==> config.mk <==
export PLATFORM = sky130hd
export DESIGN_NAME = etmt_ctrl
export DESIGN_NICKNAME = d
export VERILOG_FILES = /design/src/hdl/etmt_pkg.sv /design/src/hdl/etmt_ctrl.sv
export SDC_FILE = /design/constraint.sdc
export NUM_CORES = 1
export LEC_CHECK = 0
export BUFFER_PORTS_ARGS = -buffer_cell sky130_fd_sc_hd__buf_2
export CAP_MARGIN = 20
export CORE_AREA = 2 2 39 41
export DETAILED_ROUTE_END_ITERATION = 8
export DIE_AREA = 0 0 41 43
export HOLD_SLACK_MARGIN = 0.05
export RECOVER_POWER = 100
export SLEW_MARGIN = 20
export SYNTH_ARGS = -nofsm -noshare
export SYNTH_HDL_FRONTEND = slang
export SYNTH_SLANG_ARGS = --single-unit
==> constraint.sdc <==
create_clock -name i_clk -period 1.85 [get_ports i_clk]
set_input_delay 0.185 -clock i_clk [delete_from_list [all_inputs] [get_ports i_clk]]
set_output_delay 0.185 -clock i_clk [all_outputs]
set_load 0.02 [all_outputs]
==> src/hdl/etmt_pkg.sv <==
// shared types and constants of the encoder table match tracker
// beat structs, controller states, command and status groups
// no dependencies
package etmt_pkg;

    localparam int SENSOR_BITS  = 12;
    localparam int OFFSET_BITS  = 16;
    localparam int ANGLE_BITS   = 12;
    localparam int COST_SHIFT   = 4;
    localparam int TURN_COUNTS  = 4096;
    localparam int HALF_TURN    = 2048;

    // operation codes of an input beat
    localparam logic OP_LOAD   = 1'b0;
    localparam logic OP_SAMPLE = 1'b1;

    typedef struct packed {
        logic        op;
        logic [9:0]  entry_index;
        logic [11:0] entry_first;
        logic [11:0] entry_second;
        logic [11:0] sample_first;
        logic [11:0] sample_second;
        logic        clear_peak;
    } t_in;

    typedef struct packed {
        logic signed [31:0] position;
        logic [9:0]         best_index;
        logic [27:0]        peak_cost;
    } t_out;

    typedef enum logic [3:0] {
        S_IDLE,
        S_READ,
        S_SQUARE,
        S_EVAL,
        S_NEXT,
        S_OFFRD,
        S_OFFSET,
        S_FINISH
    } t_state;

    typedef enum logic [1:0] {
        PH_COARSE0,
        PH_COARSE1,
        PH_PLUS,
        PH_MINUS
    } t_phase;

    typedef enum logic [2:0] {
        PR_HOLD,
        PR_COARSE,
        PR_TOWARD,
        PR_AWAY,
        PR_BEST
    } t_probe_op;

    typedef struct packed {
        logic      write;
        logic      start;
        logic      eval;
        logic      eval_first;
        logic      flip;
        logic      halve;
        t_probe_op probe_op;
        logic      offset;
        logic      finish;
    } t_cmd;

    typedef struct packed {
        logic hit;
        logic coarse2_ok;
        logic step_is_one;
    } t_status;

endpackage

==> src/hdl/etmt_ctrl.sv <==
// search sequencer of the encoder table match tracker
// walks coarse probe, halving refinement, offset and angle update, result
// depends on etmt_pkg
module etmt_ctrl (
    input  logic              i_clk,
    input  logic              i_rst_n,
    input  logic              i_in_valid,
    input  logic              i_in_op,
    output logic              o_in_stall,
    output logic              o_out_valid,
    input  logic              i_out_stall,
    input  etmt_pkg::t_status i_status,
    output etmt_pkg::t_cmd    o_cmd
);
    import etmt_pkg::*;

    t_state r_state, n_state;
    t_phase r_phase, n_phase;
    logic   r_out_valid, n_out_valid;

    always_ff @(posedge i_clk) begin
        if (!i_rst_n) begin
            r_state     <= S_IDLE;
            r_phase     <= PH_COARSE0;
            r_out_valid <= 1'b0;
        end else begin
            r_state     <= n_state;
            r_phase     <= n_phase;
            r_out_valid <= n_out_valid;
        end
    end

    always_comb begin
        n_state        = r_state;
        n_phase        = r_phase;
        n_out_valid    = r_out_valid && i_out_stall;
        o_cmd          = '0;
        o_cmd.probe_op = PR_HOLD;
        case (r_state)
            S_IDLE: begin
                if (i_in_valid) begin
                    if (i_in_op == OP_LOAD) begin
                        o_cmd.write = 1'b1;
                    end else begin
                        o_cmd.start = 1'b1;
                        n_phase     = PH_COARSE0;
                        n_state     = S_READ;
                    end
                end
            end
            S_READ: begin
                n_state = S_SQUARE;
            end
            S_SQUARE: begin
                n_state = S_EVAL;
            end
            S_EVAL: begin
                o_cmd.eval       = 1'b1;
                o_cmd.eval_first = (r_phase == PH_COARSE0);
                n_state          = S_NEXT;
            end
            S_NEXT: begin
                case (r_phase)
                    PH_COARSE0: begin
                        if (i_status.coarse2_ok) begin
                            o_cmd.probe_op = PR_COARSE;
                            n_phase        = PH_COARSE1;
                        end else begin
                            o_cmd.halve    = 1'b1;
                            o_cmd.probe_op = PR_TOWARD;
                            n_phase        = PH_PLUS;
                        end
                        n_state = S_READ;
                    end
                    PH_COARSE1: begin
                        o_cmd.halve    = 1'b1;
                        o_cmd.probe_op = PR_TOWARD;
                        n_phase        = PH_PLUS;
                        n_state        = S_READ;
                    end
                    PH_PLUS: begin
                        if (i_status.hit) begin
                            if (i_status.step_is_one) begin
                                o_cmd.probe_op = PR_BEST;
                                n_state        = S_OFFRD;
                            end else begin
                                o_cmd.flip     = 1'b1;
                                o_cmd.halve    = 1'b1;
                                o_cmd.probe_op = PR_TOWARD;
                                n_state        = S_READ;
                            end
                        end else begin
                            o_cmd.probe_op = PR_AWAY;
                            n_phase        = PH_MINUS;
                            n_state        = S_READ;
                        end
                    end
                    PH_MINUS: begin
                        if (i_status.step_is_one) begin
                            o_cmd.probe_op = PR_BEST;
                            n_state        = S_OFFRD;
                        end else begin
                            o_cmd.halve    = 1'b1;
                            o_cmd.probe_op = PR_TOWARD;
                            n_phase        = PH_PLUS;
                            n_state        = S_READ;
                        end
                    end
                    default: begin
                        n_state = S_IDLE;
                    end
                endcase
            end
            S_OFFRD: begin
                n_state = S_OFFSET;
            end
            S_OFFSET: begin
                o_cmd.offset = 1'b1;
                n_state      = S_FINISH;
            end
            S_FINISH: begin
                if (!r_out_valid || !i_out_stall) begin
                    o_cmd.finish = 1'b1;
                    n_out_valid  = 1'b1;
                    n_state      = S_IDLE;
                end
            end
            default: begin
                n_state = S_IDLE;
            end
        endcase
    end

    assign o_in_stall  = (r_state != S_IDLE);
    assign o_out_valid = r_out_valid;

endmodule

; ---- Word-level counts from Yosys, hierarchy flattened
; Index checks and enable logic that the tools add are counted.
[op_classes]
n_eq_ne = 15
n_mux = 34
n_reduce_logical = 11
[op_table]
columns = op, count
row1 = one-hot mux 4 bit (8 select lines), 1
row2 = two-way mux 2 bit, 11
row3 = "== test 4 x 3 -> 1 bit, second input constant", 4
row4 = one-hot mux 4 bit (4 select lines), 1
row5 = two-way mux 3 bit, 4
row6 = two-way mux 4 bit, 3
row7 = one-hot mux 4 bit (3 select lines), 1
row8 = two-way mux 1 bit, 10
row9 = "== test 4 x 2 -> 1 bit, second input constant", 2
row10 = one-hot mux 2 bit (4 select lines), 1
row11 = "!= test 2 bit, second input constant", 3
row12 = "!= test 3 bit, second input constant", 2
row13 = two-way mux 5 bit, 1
row14 = AND reduction 5 bit, 1
row15 = "== test 2 bit, second input constant", 2
row16 = "== test 4 x 1 -> 1 bit, second input constant", 1
row17 = zero test 4 bit, 1
row18 = one-hot mux 2 bit (2 select lines), 1
row19 = nonzero test 4 bit, 1
row20 = AND reduction 3 bit, 1
row21 = "== test 2 x 1 -> 1 bit, second input constant", 1
row22 = zero test 1 bit, 2
row23 = zero test 2 bit, 1
row24 = nonzero test 2 bit, 1
row25 = 3 further kinds, 3
[word_totals]
register_bits = 7
in_bits = 8
out_inout_bits = 13
word_cells = 63

; ---- Depth between registers and ports, before layout
[depth]
depth_word = 4
mapped_depth = 5
depth_no_buf = 3

; ---- Least setup slack after synthesis
; OpenSTA, ideal clock, no wires.
[synth_path]
path_type = flip-flop to output port
from = register r_state[2]
to = output port o_cmd[10] (netlist name)
arrival_time_ps = 1549
required_ps = 1665
setup_slack_ps = 116
path_stages_with_launch = 5
n_path_buf = 2
cell_sequence = dfxtp_1 -> buf_4 -> or3_1 -> clkbuf_1 -> nor3b_1
[synth_lines]
columns = element, line_no
row1 = start: declaration, etmt_ctrl.sv:17  ; t_state r_state, n_state;
row2 = start signal: assignment, etmt_ctrl.sv:27  ; r_state <= n_state;
row3 = end: declaration, etmt_ctrl.sv:13  ; output etmt_pkg::t_cmd o_cmd

==> results.json <==
{
  "startpoint_type": "register",
  "final-setup-viol-count": 0,
  "die-area_um2": 1760,
  "grt_util_met1_pct": 17.4,
  "synth_edf_count": 0,
  "cts_buffers": 3,
  "io_pins": 21,
  "gp_congestion": 0.715,
  "skew_ps": 2.18,
  "clockBufferDepth": 2,
  "busiest_layer": "met2",
  "cts_sinks": 6,
  "drv_slew": 0,
  "worst_pin_slew_ps": 309,
  "fillers": 156,
  "power_density_nw_per_um2": 587,
  "drt_first_iter_violations": 4,
  "cts.clk_slew.worst_paths_ps": 50,
  "drive_gt1_share_pct": 28.8,
  "fin_tns_setup_ps": 0,
  "critPathKind": "reg2out",
  "grt_max_degree": 11,
  "finalHoldViolCount": 0,
  "multi_input_area_um2": 268,
  "h-tree-depth": 1,
  "syn_to_final_growth_pct": 21.8,
  "nets": 83,
  "post-route-period-util_pct": 93.3,
  "syn_avg_cell_area_um2": 7.78,
  "seqCellArea_um2": 121,
  "layout_setup_ws_ps": 124,
  "max_stage_delay_ps": 480,
  "core_um2": 1380,
  "grt_pass1_wl_mm": 1.59,
  "worstSetupEndpointType": "primary output",
  "synthFlopType": "dfxtp_1",
  "drcViolationCount": 0,
  "antenna_found_initial": 0,
  "diodes": 0,
  "synthCells": 56,
  "yosysUniqueCellTypes": 31,
  "syn_nets": 64,
  "slew-limit-headroom_pct": 78.8,
  "wl_per_cell_um": 11.6,
  "grt_util_met2_pct": 19.1,
  "required_ps": 1660,
  "cts_root_buffer": "clkbuf_4",
  "p_total_uw": 311,
  "fmax_mhz": 579,
  "hold_class": "in2reg",
  "final_common_cell": "buf_2",
  "post-place-ws_ps": 244,
  "drv_cap": 0,
  "grt.overflow.total": 0,
  "hold_ws_ps": 230,
  "fp.dieW_um": 41,
  "start_util_pct": 31.5,
  "ys_seq_elements": 6,
  "syn_area_um2": 435,
  "grt_usage_pct": 13.5,
  "ant_nets": 0,
  "irDropWorstVdd_mv": 0.321,
  "worstPathMaxFanout": 10,
  "met3_usage_pct": 5.24,
  "p_leak_uw": 0.000233,
  "crit_arrival_ps": 1540,
  "tritoncts": "yes",
  "dr.pass1.iters": 2,
  "status": "complete, no violations",
  "clock_latency_ps": 240,
  "layout_min_cycle_time_ps": 1730,
  "vias": 449,
  "ys_warn_count": 0,
  "mostFrequentLayoutCells": "buf_2, clkbuf_1, nand2_1, nor2_1, dfxtp_1",
  "synthArstFlopShare_pct": 0,
  "grt_pass1_vias": 376,
  "grt_setup_unrepaired": "false",
  "ys_seq_area_share_pct": 27.6,
  "wl_mm": 1.03,
  "dp_hpwl_um": 794,
  "port_buffers": 20,
  "die_h_um": 43,
  "placementRows": 14,
  "cp_slowest_cell": "or3b_4",
  "path_cells": "or3b_4, nor4_2, clkbuf_2",
  "routed_via_density": 5.04
}
[kinds of logic (layout without fill, tap and decap cells)]
logic type	Yosys count	after routing	share of synthesized area, %
simple gates	25	25	31.9
mux	1	1	2.30
flops	6	6	27.6
buf+inv	8	25	11.5
compound gates	16	16	26.7
[final cells by class]
| class | instances | share of cell area (%) |
|---|---|---|
| clock buffer | 3 | 4.25 |
| tap | 16 | 3.77 |
| timing repair buffer | 20 | 17.2 |
| sequential | 6 | 22.9 |
| inverter | 2 | 1.42 |
| multi-input combinational | 42 | 50.5 |
[state kept, by name, indices dropped and copies added (netlist names)]
signal       count
r_state          3
o_out_valid      1
r_phase          2
[through the flow]
stage                     util (%)  instance area [um2]  instances
after floorplan                  -                  435         56
after global placement        37.1                  513         86
after detailed placement      37.1                  513         86
after CTS                     38.9                  538         89
after global routing          38.3                  531         89
final                         38.3                  531         89
[where the power goes]
group / switching [uW] / leakage [uW] / total [uW] / internal [uW]
sequential: 8.07 / 0.0000492 / 141 / 133
combinational: 31.6 / 0.000170 / 50.9 / 19.2
clock: 45.6 / 0.0000138 / 119 / 73.3
[per-layer routing]
metal	up-vias	wire [um]
met5	-	0
met4	0	0
met3	0	78
met2	19	449
met1	196	503
li1	234	-
[path summary, 6_finish.rpt]
path,endpoint,from,depth (start not counted),slack (ps)
worst max-delay path,o_cmd[6],r_state[0],3,120
worst min-delay path,o_out_valid,i_out_stall,3,230
worst max register to register,r_phase[0],r_state[0],3,580
worst min register to register,o_out_valid,o_out_valid,2,520
[critical path: cells and delay by family, from the launching register on]
family	cells	cell delay, ps
buf+inv	1	210
simple gates	2	720
flops	1	380
[synth_stat cells (all sizes together), types with 2 or more instances]
cell type | number | area [um2]
inv | 2 | 7.51
o21ai | 2 | 10.0
a21boi | 3 | 22.5
nand2 | 6 | 22.5
buf | 4 | 35.0
a21oi | 3 | 15.0
clkbuf | 2 | 7.51
nor4 | 2 | 18.8
dfxtp | 6 | 120
o21a | 2 | 15.0
nor2 | 6 | 22.5
nor3 | 2 | 10.0
nand3 | 2 | 10.0
[timing repair]
item,4_1_cts,5_1_grt
buffers inserted,0,0
setup endpoints to repair,1,2
hold buffers,0,0
pin swaps,0,0
gates resized for setup,1,1
Note: power is estimated with default switching activity, not from simulation.
